[config.mk]
export PLATFORM = sky130hd
export DESIGN_NAME = coap_nfc_header_parser_core
export DESIGN_NICKNAME = d
export VERILOG_FILES = /design/src/cnhp_pkg.sv /design/src/coap_nfc_header_parser_core.sv
export SDC_FILE = /design/constraint.sdc
export NUM_CORES = 1
export LEC_CHECK = 0
export ABC_AREA = 1
export BUFFER_PORTS_ARGS = -buffer_cell sky130_fd_sc_hd__buf_4
export CORE_MARGIN = 8
export CORE_UTILIZATION = 34
export DETAILED_ROUTE_END_ITERATION = 10
export GPL_ROUTABILITY_DRIVEN = 0
export PLACE_DENSITY = 0.5
export SLEW_MARGIN = 15
export SYNTH_ARGS = -nofsm -noshare
export SYNTH_HDL_FRONTEND = slang
export SYNTH_SLANG_ARGS = --single-unit
[constraint.sdc]
create_clock -name clock -period 6.7 [get_ports clock]
set_clock_uncertainty 0.2 [all_clocks]
set_input_delay 1.005 -clock clock [delete_from_list [all_inputs] [get_ports clock]]
set_output_delay 1.005 -clock clock [all_outputs]
set_load 0.02 [all_outputs]
[src/cnhp_pkg.sv]
// ---------------------------------------------------------------------------
// CoAP-over-NFC header parser package
// Preface masks, status codes and the result record layout.
// ---------------------------------------------------------------------------
package cnhp_pkg;

   localparam int unsigned MAX_TOKEN_BYTES = 8;
   localparam logic [16:0] POS_SAT         = 17'h1ffff;

   localparam logic [7:0] PF_FIXED = 8'h80;
   localparam logic [7:0] PF_RESET = 8'h40;
   localparam logic [7:0] PF_IND   = 8'h30;
   localparam logic [7:0] PF_RFU   = 8'h20;
   localparam logic [7:0] PF_MID   = 8'h10;
   localparam logic [7:0] PF_TKL   = 8'h0f;

   typedef enum logic [3:0] {
      ST_OK          = 4'd0,
      ST_SHORT       = 4'd1,
      ST_FIXED_CLEAR = 4'd2,
      ST_RFU_SET     = 4'd3,
      ST_TOKEN_EMPTY = 4'd4,
      ST_EMPTY_LONG  = 4'd5,
      ST_EMPTY_P1P2  = 4'd6,
      ST_TKL_LARGE   = 4'd7,
      ST_LC_MISSING  = 4'd8,
      ST_EXT_MISSING = 4'd9,
      ST_TRUNCATED   = 4'd10,
      ST_TOKEN_PAST  = 4'd11
   } status_type;

   // packed low to high: body_byte first
   typedef struct packed {
      logic [16:0] body_length;
      logic [63:0] token_value;
      logic [3:0]  token_len;
      logic [1:0]  indication;
      logic        mid_flag;
      logic        reset_flag;
      logic [7:0]  msg_code;
      logic [3:0]  status;
      logic [7:0]  body_byte;
   } rsp_fields_type;

   typedef struct packed {
      logic           kind;
      rsp_fields_type fields;
   } rsp_entry_type;

endpackage

[src/coap_nfc_header_parser_core.sv]
// ---------------------------------------------------------------------------
// CoAP-over-NFC header parser core
// Takes a PDU one byte per request; req_tlast marks the final byte. Every
// byte is decoded in the cycle it is accepted, so one request per cycle is
// taken. Bytes past header and token leave as body results (rsp_tuser = 0);
// the final byte adds a summary (rsp_tuser = 1) with status, body length and,
// if status is OK on a PDU over one byte, the decoded preface, code, token.
// Results pass a four-entry output queue that drains one per cycle while
// rsp_tready is high; a request is taken while at least two entries are free,
// and a final body byte yields both results. Discard the forwarded body when
// the summary status is nonzero. Configuration must be written through
// csr_wr_en/csr_index/csr_wr_data while the block is idle; not enforced.
// ---------------------------------------------------------------------------
module coap_nfc_header_parser_core (
   input  logic         clock,
   input  logic         reset,
   input  logic         csr_wr_en,
   input  logic [0:0]   csr_index,      // 0 compat_mode, 1 upstream_dir
   input  logic [0:0]   csr_wr_data,
   input  logic         req_tvalid,
   output logic         req_tready,
   input  logic [7:0]   req_tdata,      // [7:0] data_byte
   input  logic         req_tlast,      // last_byte
   output logic         rsp_tvalid,
   input  logic         rsp_tready,
   output logic [111:0] rsp_tdata,      // [7:0] body_byte, [11:8] status,
                                        // [19:12] msg_code, [20] reset_flag,
                                        // [21] mid_flag, [23:22] indication,
                                        // [27:24] token_len,
                                        // [91:28] token_value,
                                        // [108:92] body_length, rest zero
   output logic         rsp_tuser       // kind: 0 body byte, 1 summary
);
   import cnhp_pkg::*;

   localparam logic CSR_COMPAT   = 1'b0;
   localparam logic CSR_UPSTREAM = 1'b1;

   logic        compat_ff, upstream_ff;
   logic [16:0] pos_ff, pos_in;
   logic [7:0]  preface_ff, preface_in;
   logic [7:0]  code_ff, code_in;
   logic        p1p2_ff, p1p2_in;
   logic [15:0] alen_ff, alen_in;
   logic        ext_ff, ext_in;
   logic [63:0] token_ff, token_in;
   logic [16:0] body_cnt_ff, body_cnt_in;

   rsp_entry_type queue_ff [4];
   logic [1:0]    wr_ptr_ff, rd_ptr_ff;
   logic [2:0]    count_ff, count_in;

   logic        fire, pop;
   logic [7:0]  b;
   logic [3:0]  tkl;
   logic [2:0]  tstart, hdr;
   logic [4:0]  bstart;
   logic        known, tok_en, body_hit;
   logic [16:0] idx;
   logic [17:0] size;
   logic        one_byte;
   status_type  status;
   rsp_entry_type body_item, summary_item, first_item;
   logic        push0, push1;

   assign b     = req_tdata;
   assign fire  = req_tvalid && req_tready;
   assign pop   = rsp_tvalid && rsp_tready;
   assign req_tready = (count_ff <= 3'd2);

   // configuration
   always_ff @(posedge clock) begin
      if (reset) begin
         compat_ff   <= 1'b0;
         upstream_ff <= 1'b0;
      end else if (csr_wr_en) begin
         unique case (csr_index[0])
            CSR_COMPAT:   compat_ff   <= csr_wr_data[0];
            CSR_UPSTREAM: upstream_ff <= csr_wr_data[0];
            default: ;
         endcase
      end
   end

   // header capture
   always_comb begin
      preface_in = (pos_ff == 17'd0) ? b : preface_ff;
      code_in    = (pos_ff == 17'd1) ? b : code_ff;
      p1p2_in    = p1p2_ff || ((pos_ff == 17'd2 || pos_ff == 17'd3) && b != 8'd0);
      ext_in     = ext_ff;
      alen_in    = alen_ff;
      if (compat_ff) begin
         if (pos_ff == 17'd4) begin
            ext_in  = (b == 8'd0);
            alen_in = {8'd0, b};
         end else if (pos_ff == 17'd5 && ext_ff) begin
            alen_in = {b, 8'd0};
         end else if (pos_ff == 17'd6 && ext_ff) begin
            alen_in = {alen_ff[15:8], b};
         end
      end
   end

   // token and body placement
   always_comb begin
      tkl    = preface_in[3:0] & PF_TKL[3:0];
      hdr    = ext_in ? 3'd7 : 3'd5;
      tstart = (!compat_ff || tkl <= 4'd2) ? 3'd2 : hdr;
      priority if (!compat_ff) bstart = 5'd2 + {1'b0, tkl};
      else if (tkl <= 4'd2)    bstart = {2'b00, hdr};
      else                     bstart = {2'b00, hdr} + {1'b0, tkl};
      known = !compat_ff || (pos_ff >= 17'd5);
      idx   = pos_ff - {14'd0, tstart};
      tok_en = (pos_ff >= 17'd2) && (known || (compat_ff && tkl <= 4'd2))
               && (pos_ff >= {14'd0, tstart}) && (idx < {13'd0, tkl})
               && (idx < 17'(MAX_TOKEN_BYTES));
      token_in = tok_en ? (token_ff | ({56'd0, b} << {idx[2:0], 3'b000})) : token_ff;
      body_hit = known && (pos_ff >= 17'd2) && (pos_ff >= {12'd0, bstart});
      body_cnt_in = (body_hit && body_cnt_ff != POS_SAT) ? body_cnt_ff + 17'd1
                                                         : body_cnt_ff;
      pos_in = (pos_ff != POS_SAT) ? pos_ff + 17'd1 : pos_ff;
   end

   // PDU checks for the final byte, in priority order
   always_comb begin
      size     = {1'b0, pos_ff} + 18'd1;
      status   = ST_OK;
      one_byte = 1'b0;
      priority if (size < (compat_ff ? 18'd4 : 18'd1))   status = ST_SHORT;
      else if ((preface_in & PF_FIXED) == 8'd0)          status = ST_FIXED_CLEAR;
      else if (!upstream_ff && (preface_in & PF_RFU) != 8'd0) status = ST_RFU_SET;
      else if (tkl != 4'd0 && (size == 18'd1 || code_in == 8'd0))
         status = ST_TOKEN_EMPTY;
      else if (!compat_ff && size == 18'd1)              one_byte = 1'b1;
      else if (code_in == 8'd0 && compat_ff && size > 18'd4) status = ST_EMPTY_LONG;
      else if (code_in == 8'd0 && compat_ff && p1p2_in)  status = ST_EMPTY_P1P2;
      else if (code_in == 8'd0 && !compat_ff && size > 18'd2) status = ST_EMPTY_LONG;
      else if (32'(tkl) > MAX_TOKEN_BYTES)               status = ST_TKL_LARGE;
      else if (!compat_ff) begin
         status = (18'd2 + {14'd0, tkl} > size) ? ST_TOKEN_PAST : ST_OK;
      end
      else if (tkl > 4'd2 && size < 18'd5)               status = ST_LC_MISSING;
      else if (size < 18'd5)                             status = ST_OK;
      else if (ext_in && size < 18'd7)                   status = ST_EXT_MISSING;
      else if (size < {2'b00, alen_in} + {15'd0, hdr})   status = ST_TRUNCATED;
      else if ({15'd0, hdr} + ((tkl > 4'd2) ? {14'd0, tkl} : 18'd0) > size)
         status = ST_TOKEN_PAST;
      else                                               status = ST_OK;
   end

   // result records
   always_comb begin
      body_item = '0;
      body_item.fields.body_byte = b;
      summary_item = '0;
      summary_item.kind = 1'b1;
      summary_item.fields.status = status;
      if (status == ST_OK && !one_byte) begin
         summary_item.fields.msg_code    = code_in;
         summary_item.fields.reset_flag  = (preface_in & PF_RESET) != 8'd0;
         summary_item.fields.mid_flag    = !upstream_ff && ((preface_in & PF_MID) != 8'd0);
         summary_item.fields.indication  = upstream_ff ? preface_in[5:4] : 2'd0;
         summary_item.fields.token_len   = tkl;
         summary_item.fields.token_value = token_in;
      end
      summary_item.fields.body_length = body_cnt_in;
      first_item = body_hit ? body_item : summary_item;
      push0 = fire && (body_hit || req_tlast);
      push1 = fire && body_hit && req_tlast;
      count_in = count_ff + {2'b00, push0} + {2'b00, push1} - {2'b00, pop};
   end

   // per-PDU state: advance on each request, clear after the final byte
   always_ff @(posedge clock) begin
      if (reset || (fire && req_tlast)) begin
         pos_ff      <= '0;
         preface_ff  <= '0;
         code_ff     <= '0;
         p1p2_ff     <= 1'b0;
         alen_ff     <= '0;
         ext_ff      <= 1'b0;
         token_ff    <= '0;
         body_cnt_ff <= '0;
      end else if (fire) begin
         pos_ff      <= pos_in;
         preface_ff  <= preface_in;
         code_ff     <= code_in;
         p1p2_ff     <= p1p2_in;
         alen_ff     <= alen_in;
         ext_ff      <= ext_in;
         token_ff    <= token_in;
         body_cnt_ff <= body_cnt_in;
      end
   end

   // output queue
   always_ff @(posedge clock) begin
      if (push0) queue_ff[wr_ptr_ff] <= first_item;
      if (push1) queue_ff[wr_ptr_ff + 2'd1] <= summary_item;
   end

   always_ff @(posedge clock) begin
      if (reset) begin
         wr_ptr_ff <= '0;
         rd_ptr_ff <= '0;
         count_ff  <= '0;
      end else begin
         wr_ptr_ff <= wr_ptr_ff + {1'b0, push0} + {1'b0, push1};
         if (pop) rd_ptr_ff <= rd_ptr_ff + 2'd1;
         count_ff <= count_in;
      end
   end

   assign rsp_tvalid = (count_ff != 3'd0);
   assign rsp_tuser  = queue_ff[rd_ptr_ff].kind;
   assign rsp_tdata  = {3'b000, queue_ff[rd_ptr_ff].fields};

endmodule

==> reports/summary.txt, run 1 <==
post_cts resized - 0
WHS - 0.252 ns
total routed wirelength - 94.3 mm
global-route wire length before repair - 143 mm
Die ar. - 0.0987 mm^2
fmax - 166 MHz
TNS Setup - 0 ns
Final nets - 3,346
Starting Density - 34.2%
initial antenna violation count - 4
commonest non-fill, non-tap cells in the layout - 596 x nor2_1, 404 x edfxtp_1, 399 x o21ai_0
leading cell type in the layout, fill and taps excluded - nor2_1
Slew HR - 29.9%
H-Tree Depth - 3
TritonCTS Buffers - 68
CTS tree - done
run status - finished clean
# DRC - 0
Synth Instances - 3,150
Root Buffer - clkbuf_16
#FFs+latches synth - 583
Arrival @ worst endpoint - 6.28 ns
Area Overhead vs Synth - 17.4%
share of post-route cells with drive strength above 1 - 18.5%
fin crit share - 90.0%
critical path launch point type - flop
Post-DP Area - 0.0332 mm^2
Clock Pin Slew Worst Setup and Hold Paths - 0.06 ns
GRT Overall Usage - 18.6%
Mapped Area - 0.0302 mm^2
vias post-DR - 23,300
Slew Viols, Final - 0
CP Data Required Time - 6.95 ns
Die X - 314 um
PwrDens - 434 mW/mm^2
I/O pin count - 131
Min-Delay Path Class - reg2reg
number of max-cap violations - 0
grt ovf - 0
total design power - 15,400 uW
Tmin final - 6.03 ns
Die Height - 314 um
Routed Antenna Nets - 0
Syn Area/Cell - 9.59 um^2
later-pin clock latency in the skew report - 0.61 ns
core region area - 0.0882 mm^2
Synth Warn # - 0
setup ws final - 0.671 ns
Peak supply drop - 0.235 mV
CP dominant cell by count - nand2_1
port buffer count - 127
Cell variety after synth - 56
P_leak - 0.0134 uW
Vias/cell - 5.18
Starting DRT DRC Count - 1,864
CTS Sinks - 583
DR WL/cell - 21.0 um
Place WS - 0.647 ns
vias in the first global route - 22,600
sequential area share after synthesis - 52.0%
Critical Path Max Stage Delay - 0.42 ns
CP Class - reg2reg
Least-Margin Pin Slew - 1.05 ns
HPWL after DPL - 60.8 mm
Cell Rows - 109
slowest library cell on the worst path - dfxtp_1
postcts setup bufs - 0
final setup violation count - 0
RSZ-0062 raised after global routing - false
crit-path max FO - 13
diode count - 0
final instance area - 0.0355 mm^2
final hold vios - 0
maximum number of pins on one net before global-route repair - 190
CTS max path bufs - 3
Hold Buf Count CTS - 0
Worst Setup End Kind - flop
drt pass-1 iters - 5
synthesized netlist by cell type (all sizes together):
| library cell | n | area share (%) |
|---|---|---|
| nor2 | 711 | 9.9 |
| o21ai | 409 | 6.9 |
| edfxtp | 404 | 40 |
| nand2 | 278 | 3.6 |
| inv | 220 | 2.7 |
| dfxtp | 179 | 12 |
| clkbuf | 159 | 2.0 |
| o22ai | 138 | 2.9 |
| a21oi | 118 | 2.0 |
| nand4 | 96 | 6.0 |
| nand3 | 69 | 1.2 |
| o211a | 62 | 2.1 |
| o21bai | 62 | 1.5 |
| buf | 56 | 1.5 |
| ha | 51 | 2.1 |
| xor2 | 38 | 1.1 |
| nor3 | 24 | 0.45 |
| o211ai | 17 | 0.42 |
| xnor2 | 10 | 0.29 |
| a211oi | 7 | 0.17 |
| fa | 7 | 0.46 |
| or2 | 7 | 0.14 |
| and3 | 5 | 0.10 |
| nor4 | 5 | 0.10 |
| clkinv | 4 | 0.050 |
| and2 | 2 | 0.041 |
| mux2i | 2 | 0.066 |
| nand3b | 2 | 0.062 |
| o2111ai | 2 | 0.058 |
| a2111oi | 1 | 0.029 |
| a211o | 1 | 0.029 |
| a21o | 1 | 0.025 |
| a22oi | 1 | 0.025 |
| a31o | 1 | 0.029 |
| conb | 1 | 0.012 |
stage by stage:
| stage | cells | utilization (%) |
|---|---|---|
| finish | 4493 | 40.2 |
| global route | 4493 | 40.2 |
| global placement | 4367 | 37.6 |
| detailed placement | 4367 | 37.6 |
| floorplan | 3152 | - |
| CTS | 4493 | 40.2 |
registers in the layout (all words and copies together) (netlist names), 2 cells and up, named ones only:
signal	count
alen_ff	16
body_cnt_ff	17
code_ff	8
count_ff	3
pos_ff	17
preface_ff	8
queue_ff	440
rd_ptr_ff	2
token_ff	64
wr_ptr_ff	2
critical path: cells and delay by family (launching register included):
kind,cells,cell delay [ns]
flops,1,0.42
xor+xnor,1,0.13
simple gates,29,3.38
compound gates,5,0.78
fa+ha+maj,2,0.58
buf+inv,2,0.38
final timing paths:
path                             start                         to  slack [ns]  cells after the start
min          rd_ptr_ff[1]$_SDFFE_PP0P_                       flop        0.25                      2
max             pos_ff[4]$_SDFFE_PP0P_  queue_ff[2][45]$_DFFE_PP_        0.67                     39
max reg2reg     pos_ff[4]$_SDFFE_PP0P_  queue_ff[2][45]$_DFFE_PP_        0.67                     39
min reg2reg  rd_ptr_ff[1]$_SDFFE_PP0P_                       flop        0.25                      2
kinds of logic (layout without fill, tap and decap cells):
group,count (synthesis),after routing,share of synthesized area [%]
AOI/OAI and AO/OA,820,820,16.2
xor gates and xnor gates,48,48,1.42
adders and majority gates,58,58,2.58
buffers and inverters,439,615,6.22
DFF,583,583,52.0
muxes,2,2,0.0663
other,1,3,0.0124
and+or+nand+nor,1199,1199,21.5
final cells by class:
type | count | area, um^2
fill | 8725 | 52800
sequential | 583 | 15700
multi-input combinational | 2130 | 12700
timing repair buffer | 265 | 2460
clock buffer | 95 | 1940
tap | 1165 | 1460
inverter | 224 | 863
clock inverter | 31 | 355
per-layer routing:
metal / routed length, um / up-vias / track usage [%] / share of wire (%)
li1: - / 11200 / - / -
met1: 43700 / 11300 / 26.0 / 46
met2: 42600 / 623 / 29.2 / 45
met3: 5520 / 138 / 3.14 / 5.9
met4: 2410 / 6 / 5.69 / 2.6
met5: 40 / - / 0 / 0.042
report_power, final:
| group | switching (uW) | total (uW) | leakage [uW] | internal [uW] |
|---|---|---|---|---|
| clock network | 1550 | 3850 | 0.00112 | 2300 |
| logic | 4640 | 6720 | 0.00693 | 2070 |
| registers | 252 | 4820 | 0.00537 | 4570 |
| total | 6440 | 15400 | 0.0134 | 8950 |
Power figures use the tool's default switching activity.
==> inputs of run 2 (changes only) <==
ABC_AREA = unset   (was 1)
MAX_ROUTING_LAYER = met4   (was unset)
==> run 2 against run 1 <==
Against the previous run:
- sequential share of layout area decreased by 0.55 points
- count of clock-buffer cells in the layout decreased by 1
- wire length increased by 6.9%
- utilization decreased by 0.23 points
- synthesized area increased by 1.9%
- sequential power decreased by 13%
- register-to-register slack got worse by 0.32 ns
- first-iteration DRC count increased by 33%
- global-route usage increased by 1.6 points
- die area increased by 1.8%
- via count increased by 3.5%
- critical endpoint is now queue_ff[3][39]$_DFFE_PP_
==> reports/summary.txt, run 2 <==
setup ws final - 0.354 ns (was 0.671 ns)
area of the multi-input gates - 0.0141 mm^2 (was 0.0127 mm^2)
CTS tree - done (unchanged)
Starting DRT DRC Count - 2,475 (was 1,864)
Commonest cells post-synth - 404 x edfxtp_1, 313 x nand2_1, 258 x nor2_1, 196 x nor3_1, 189 x clkbuf_1 (was 596 x nor2_1, 404 x edfxtp_1, 399 x o21ai_0, 267 x nand2_1, 204 x inv_1)
total routed wirelength - 101 mm (was 94.3 mm)
commonest non-fill, non-tap cells in the layout - 404 x edfxtp_1, 312 x nand2_1, 256 x nor2_1 (was 596 x nor2_1, 404 x edfxtp_1, 399 x o21ai_0)
Top delay family on crit path - simple AND/OR/NAND/NOR gates (unchanged)
Main synth FF type - edfxtp_1 (unchanged)
Seq. cell area - 0.0157 mm^2 (about the same)
Hold Buf Count CTS - 0 (unchanged)
largest registers - queue_ff (440), token_ff (64) (unchanged)
CTS max path bufs - 3 (unchanged)
CP Class - reg2reg (unchanged)
area leader, netlist - edfxtp_1 (unchanged)
RSZ-0062 raised after global routing - false (unchanged)
crit path capture - queue_ff[3][39]$_DFFE_PP_ (was queue_ff[2][45]$_DFFE_PP_)
Area Overhead vs Synth - 16.7% (was 17.4%)
Root Buffer - clkbuf_16 (unchanged)
Worst Setup SP - pos_ff[11]$_SDFFE_PP0P_ (was pos_ff[4]$_SDFFE_PP0P_)
leading cell type in the layout, fill and taps excluded - edfxtp_1 (was nor2_1)
HPWL after DPL - 65.6 mm (was 60.8 mm)
share of post-route cells with drive strength above 1 - 20.9% (was 18.5%)
later-pin clock latency in the skew report - 0.61 ns (about the same)
Starting Density - 34.3% (was 34.2%)
max FFs per register - 440 (unchanged)
worst flop-to-flop path endpoint - queue_ff[3][39]$_DFFE_PP_ (was queue_ff[2][45]$_DFFE_PP_)
DR WL/cell - 24.1 um (was 21.0 um)
Die ar. - 0.100 mm^2 (was 0.0987 mm^2)
H-Tree Depth - 3 (unchanged)
CP Data Required Time - 6.90 ns (was 6.95 ns)
grt ovf - 0 (unchanged)
Synth Warn # - 0 (unchanged)
# DRC - 0 (unchanged)
fmax - 158 MHz (was 166 MHz)
Synth Instances - 2,894 (was 3,150)
Cell variety after synth - 87 (was 56)
EDFF count, synth - 404 (unchanged)
Clock Pin Slew Worst Setup and Hold Paths - 0.06 ns (about the same)
worst reg2reg startpoint - pos_ff[11]$_SDFFE_PP0P_ (was pos_ff[4]$_SDFFE_PP0P_)
final instance area - 0.0359 mm^2 (was 0.0355 mm^2)
Vias/cell - 5.75 (was 5.18)
critical path launch point type - flop (unchanged)
slowest library cell on the worst path - or4_4 (was dfxtp_1)
final hold vios - 0 (unchanged)
number of max-cap violations - 0 (unchanged)
vias in the first global route - 23,900 (was 22,600)
sequential area share after synthesis - 51.0% (was 52.0%)
Peak supply drop - 0.216 mV (was 0.235 mV)
crit path cell chain - or4_4, or4_1, o21ai_0, and2_1, inv_1, fa_1, nor2_1, nor2_1, and2_1, xnor2_1, ha_1, nand4_1, nor4_2, nand2_1, a211oi_2, a2111o_1, a21oi_1, o32ai_4, buf_12, o21ai_4, buf_12, nor4_1
PwrDens - 342 mW/mm^2 (was 434 mW/mm^2)
Stages on worst setup path - 22 (was 39)
Slew Viols, Final - 0 (unchanged)
I/O pin count - 131 (unchanged)
Cell Rows - 110 (was 109)
Min-Delay Path Class - reg2reg (unchanged)
port buffer count - 127 (unchanged)
maximum number of pins on one net before global-route repair - 93 (was 190)
worst-case reg-to-reg path depth - 22 (was 39)
fin crit share - 94.7% (was 90.0%)
crit-path max FO - 45 (was 13)
CTS Sinks - 583 (unchanged)
Largest Register - queue_ff (unchanged)
Worst Setup End Kind - flop (unchanged)
Final nets - 3,028 (was 3,346)
#FFs+latches synth - 583 (unchanged)
Least-Margin Pin Slew - 1.08 ns (was 1.05 ns)
TritonCTS Buffers - 69 (was 68)
Arrival @ worst endpoint - 6.55 ns (was 6.28 ns)
Critical Path Max Stage Delay - 0.64 ns (was 0.42 ns)
most common cell in the netlist - edfxtp_1 (was nor2_1)
Tmin final - 6.35 ns (was 6.03 ns)
TNS Setup - 0 ns (unchanged)
Mapped Area - 0.0308 mm^2 (was 0.0302 mm^2)
Filler cells - 8,575 (was 8,725)
total design power - 12,300 uW (was 15,400 uW)
Place WS - 0.142 ns (was 0.647 ns)
Routed Antenna Nets - 0 (unchanged)
run status - finished clean (unchanged)
Worst Hold Launch - queue_ff[0][109]$_SDFFE_PP1P_ (was rd_ptr_ff[1]$_SDFFE_PP0P_)
Syn Area/Cell - 10.6 um^2 (was 9.59 um^2)
global-route wire length before repair - 151 mm (was 143 mm)
vias post-DR - 24,100 (was 23,300)
P_leak - 0.0116 uW (was 0.0134 uW)
core region area - 0.0899 mm^2 (was 0.0882 mm^2)
asr flop ratio synth - 0% (unchanged)
Post-DP Area - 0.0337 mm^2 (was 0.0332 mm^2)
drt pass-1 iters - 5 (unchanged)
Die Height - 317 um (was 314 um)
final setup violation count - 0 (unchanged)
worst reg2reg setup slack - 0.35 ns (was 0.67 ns)
Slew HR - 28.0% (was 29.9%)
initial antenna violation count - 1 (was 4)
Yosys top cell area share - 39.4% (was 40.1%)
top cells by area, synth - edfxtp_1 39%, dfxtp_1 12%, mux4_2 8.0% (was edfxtp_1 40%, dfxtp_1 12%, nor2_1 7.4%)
GRT Overall Usage - 20.2% (was 18.6%)
WP buf/inv - 3 (was 2)
Die X - 317 um (was 314 um)
## run 2: logic make-up after synthesis
logic type	count (synthesis)	share of synthesized area [%]
xor gates and xnor gates	68	1.93
adders and majority gates	58	2.53
buffers and inverters	304	4.02
other	1	0.0122
muxes	142	9.11
DFF	583	51.0
and+or+nand+nor	1240	21.3
AOI/OAI and AO/OA	498	10.0
## run 2: worst min-delay path, cell delays in order (launching register included)
cell and delay, ns:
dfxtp_1 0.31, nand2_1 0.05, nand2_1 0.04
## run 2: final cells by class
type / instances / share of cell area, %
Clock inverter: 29 / 0.874
Multi-Input combinational cell: 2009 / 39.3
Timing Repair Buffer: 250 / 6.37
Antenna cell: 1 / 0.00697
Inverter: 41 / 0.498
Sequential cell: 583 / 43.8
Clock buffer: 94 / 5.12
Tap cell: 1176 / 4.10
## run 2: per-layer routing
metal / vias up / track usage (%) / part of all wire, % / wire [um]
met3: 150 / 2.86 / 6.3 / 6340
met1: 12100 / 26.4 / 44 / 43900
met5: - / - / 0 / 0
li1: 11000 / - / - / -
met4: 0 / 5.58 / 2.4 / 2370
met2: 852 / 32.7 / 48 / 48200
## run 2: per-stage QoR
stage | instances | utilization, % | hold WS (ns)
floorplan | 2896 | - | 0.218
global placement | 4059 | 37.5 | 0.230
detailed placement | 4059 | 37.5 | 0.243
CTS | 4182 | 39.9 | 0.250
global route | 4183 | 40.0 | 0.279
finish | 4183 | 40.0 | 0.253
## run 2: what timing repair did
item / 4_1_cts / 5_1_grt
setup buffers: 0 / 0
endpoints found under the setup margin: 0 / 324
resized for setup: 0 / 6
## run 2: how the worst min path moves through the flow
stage	endpoint	slack, ns	cells after the start
2_1_floorplan	queue_ff[0][109]$_SDFFE_PP1P_	0.22	2
3_3_place_gp	queue_ff[1][7]$_SDFFE_PP0P_	0.23	2
3_5_place_dp	queue_ff[0][109]$_SDFFE_PP1P_	0.24	2
4_1_cts	queue_ff[0][109]$_SDFFE_PP1P_	0.25	2
5_1_grt	queue_ff[0][109]$_SDFFE_PP1P_	0.28	2
6_report	queue_ff[0][109]$_SDFFE_PP1P_	0.25	2
## run 2: power breakdown
part | internal, uW | leakage (uW) | switching [uW]
sequential | 4020 | 0.00511 | 167
combinational | 1550 | 0.00545 | 2890
clock | 2100 | 0.00105 | 1540
==> inputs of run 3 (changes only) <==
CTS_BUF_LIST = sky130_fd_sc_hd__clkbuf_16   (was unset)
==> run 3 against run 2 <==
Against the previous run:
- sequential share of layout area is essentially flat
- total power shrank 0.53%
- critical path type unchanged
- critical endpoint unchanged
- combinational power is essentially flat
- wire length is essentially flat
- utilization is essentially flat
- via count grew 0.16%
- sequential cell count is the same
- largest cell class unchanged
==> reports/summary.txt, run 3 (synthesis gave the netlist of run 2 again) <==
fmax - 157 MHz (was 158 MHz)
port buffer count - 127 (unchanged)
largest registers - queue_ff (440), token_ff (64) (unchanged)
crit path capture - queue_ff[3][39]$_DFFE_PP_ (unchanged)
vias post-DR - 24,100 (about the same)
crit-path max FO - 45 (unchanged)
leading cell type in the layout, fill and taps excluded - edfxtp_1 (unchanged)
global-route wire length before repair - 151 mm (unchanged)
maximum number of pins on one net before global-route repair - 93 (unchanged)
worst flop-to-flop path endpoint - queue_ff[3][39]$_DFFE_PP_ (unchanged)
Place WS - 0.142 ns (unchanged)
Die X - 317 um (unchanged)
CTS max path bufs - 3 (unchanged)
share of post-route cells with drive strength above 1 - 20.8% (was 20.9%)
initial antenna violation count - 1 (unchanged)
CP Data Required Time - 6.91 ns (was 6.90 ns)
final std cells w/o fill - 4,183 (unchanged)
DR WL/cell - 24.1 um (about the same)
# DRC - 0 (unchanged)
Die ar. - 0.100 mm^2 (unchanged)
Area Overhead vs Synth - 16.6% (was 16.7%)
Starting Density - 34.3% (unchanged)
worst-case reg-to-reg path depth - 22 (unchanged)
Peak supply drop - 0.213 mV (was 0.216 mV)
clock power share - 29.3% (was 29.7%)
critical path launch point type - flop (unchanged)
commonest non-fill, non-tap cells in the layout - 404 x edfxtp_1, 312 x nand2_1, 256 x nor2_1 (unchanged)
Sw Share - 37.6% (was 37.5%)
WHS - 0.251 ns (was 0.253 ns)
core region area - 0.0899 mm^2 (unchanged)
combinational share of power - 36.3% (was 36.2%)
TNS Setup - 0 ns (unchanged)
Arrival @ worst endpoint - 6.56 ns (was 6.55 ns)
number of max-cap violations - 0 (unchanged)
grt ovf - 0 (unchanged)
final hold vios - 0 (unchanged)
P_sw - 4590 uW (was 4600 uW)
Slew HR - 29.3% (was 28.0%)
Routed Antenna Nets - 0 (unchanged)
Worst Setup End Kind - flop (unchanged)
total design power - 12,200 uW (was 12,300 uW)
Worst Setup SP - pos_ff[11]$_SDFFE_PP0P_ (unchanged)
drt pass-1 iters - 6 (was 5)
Hold Buf Count CTS - 0 (unchanged)
final setup violation count - 0 (unchanged)
GRT Overall Usage - 20.2% (unchanged)
later-pin clock latency in the skew report - 0.61 ns (about the same)
CP Class - reg2reg (unchanged)
TritonCTS Buffers - 69 (unchanged)
setup ws final - 0.347 ns (was 0.354 ns)
worst reg2reg setup slack - 0.35 ns (about the same)
HPWL after DPL - 65.6 mm (unchanged)
P_leak - 0.0117 uW (was 0.0116 uW)
H-Tree Depth - 3 (unchanged)
Starting DRT DRC Count - 2,447 (was 2,475)
Seq. cell area - 0.0157 mm^2 (unchanged)
Vias/cell - 5.76 (was 5.75)
area of the multi-input gates - 0.0141 mm^2 (unchanged)
fin crit share - 94.8% (was 94.7%)
Root Buffer - clkbuf_16 (unchanged)
Inst Count DP - 4,059 (unchanged)
worst reg2reg startpoint - pos_ff[11]$_SDFFE_PP0P_ (unchanged)
Min-Delay Path Class - reg2reg (unchanged)
total routed wirelength - 101 mm (about the same)
P_int - 7620 uW (was 7680 uW)
Cell Rows - 110 (unchanged)
Reg power frac - 34.3% (was 34.1%)
CTS Sinks - 583 (unchanged)
Final nets - 3,028 (unchanged)
Filler cells - 8,577 (was 8,575)
RSZ-0062 raised after global routing - false (unchanged)
Clock Pin Slew Worst Setup and Hold Paths - 0.06 ns (about the same)
max FFs per register - 440 (unchanged)
run status - finished clean (unchanged)
Slew Viols, Final - 0 (unchanged)
CTS tree - done (unchanged)
Largest Register - queue_ff (unchanged)
Die Height - 317 um (unchanged)
Least-Margin Pin Slew - 1.06 ns (was 1.08 ns)
I/O pin count - 131 (unchanged)
vias in the first global route - 23,900 (unchanged)
Tmin final - 6.35 ns (about the same)
PwrDens - 340 mW/mm^2 (was 342 mW/mm^2)
-- run 3: cell types whose count changed in the layout (fill, tap and decap cells not counted) --
cell / previous run / this run
clkbuf_8: 2 / 0
clkbuf_1: 23 / 0
clkinv_1: 7 / 9
inv_1: 32 / 55
-- run 3: power groups by stage --
| stage | registers (uW) | clock network [uW] | logic (uW) |
|---|---|---|---|
| final | 4190 | 3580 | 4440 |
| after floorplan | 4150 | 0 | 2810 |
| after global routing | 4220 | 3790 | 4730 |
| after global placement | 4260 | 0 | 4440 |
| after CTS | 4200 | 3670 | 4480 |
| after detailed placement | 4270 | 0 | 4470 |
-- run 3: per-stage QoR --
step / utilization [%] / cell area [um^2]
floorplan: - / 31000
global placement: 37.5 / 33700
detailed placement: 37.5 / 33700
CTS: 39.9 / 35900
global route: 39.9 / 35900
finish: 39.9 / 35900
-- run 3: per-layer routing --
| metal | global-route usage, % | up-vias | share of wire, % |
|---|---|---|---|
| met5 | - | - | 0 |
| met4 | 5.58 | 0 | 2.3 |
| met3 | 2.86 | 153 | 6.3 |
| met2 | 32.7 | 836 | 48 |
| met1 | 26.4 | 12100 | 43 |
| li1 | - | 11000 | - |
-- run 3: cell type report --
cell class	instances	share of cell area (%)
Antenna cell	1	0.00697
Multi-Input combinational cell	2009	39.3
Timing Repair Buffer	250	6.38
Clock buffer	69	4.81
Clock inverter	54	1.14
Inverter	41	0.498
Tap cell	1176	4.10
Sequential cell	583	43.8
-- run 3: worst min path at each step --
stage,start,to,cells past startpoint,slack [ns]
2_1_floorplan,queue_ff[0][109]$_SDFFE_PP1P_,queue_ff[0][109]$_SDFFE_PP1P_,2,0.22
3_3_place_gp,queue_ff[1][7]$_SDFFE_PP0P_,queue_ff[1][7]$_SDFFE_PP0P_,2,0.23
3_5_place_dp,queue_ff[0][109]$_SDFFE_PP1P_,queue_ff[0][109]$_SDFFE_PP1P_,2,0.24
4_1_cts,queue_ff[0][109]$_SDFFE_PP1P_,queue_ff[0][109]$_SDFFE_PP1P_,2,0.25
5_1_grt,queue_ff[0][109]$_SDFFE_PP1P_,queue_ff[0][109]$_SDFFE_PP1P_,2,0.28
6_report,queue_ff[0][109]$_SDFFE_PP1P_,queue_ff[0][109]$_SDFFE_PP1P_,2,0.25
-- run 3: critical path: stages (launching register included) --
cell,delay [ns]
dfxtp_1,0.42
or4_4,0.64
or4_1,0.54
o21ai_0,0.25
and2_1,0.18
inv_1,0.11
fa_1,0.44
nor2_1,0.22
nor2_1,0.13
and2_1,0.18
xnor2_1,0.13
ha_1,0.32
nand4_1,0.16
nor4_2,0.32
nand2_1,0.10
a211oi_2,0.22
a2111o_1,0.24
a21oi_1,0.12
o32ai_4,0.32
buf_12,0.18
o21ai_4,0.12
buf_12,0.21
nor4_1,0.33
-- run 3: timing repair --
item | 4_1_cts | 5_1_grt
endpoints found under the setup margin | 0 | 324
setup buffers | 0 | 0
resized for setup | 0 | 6
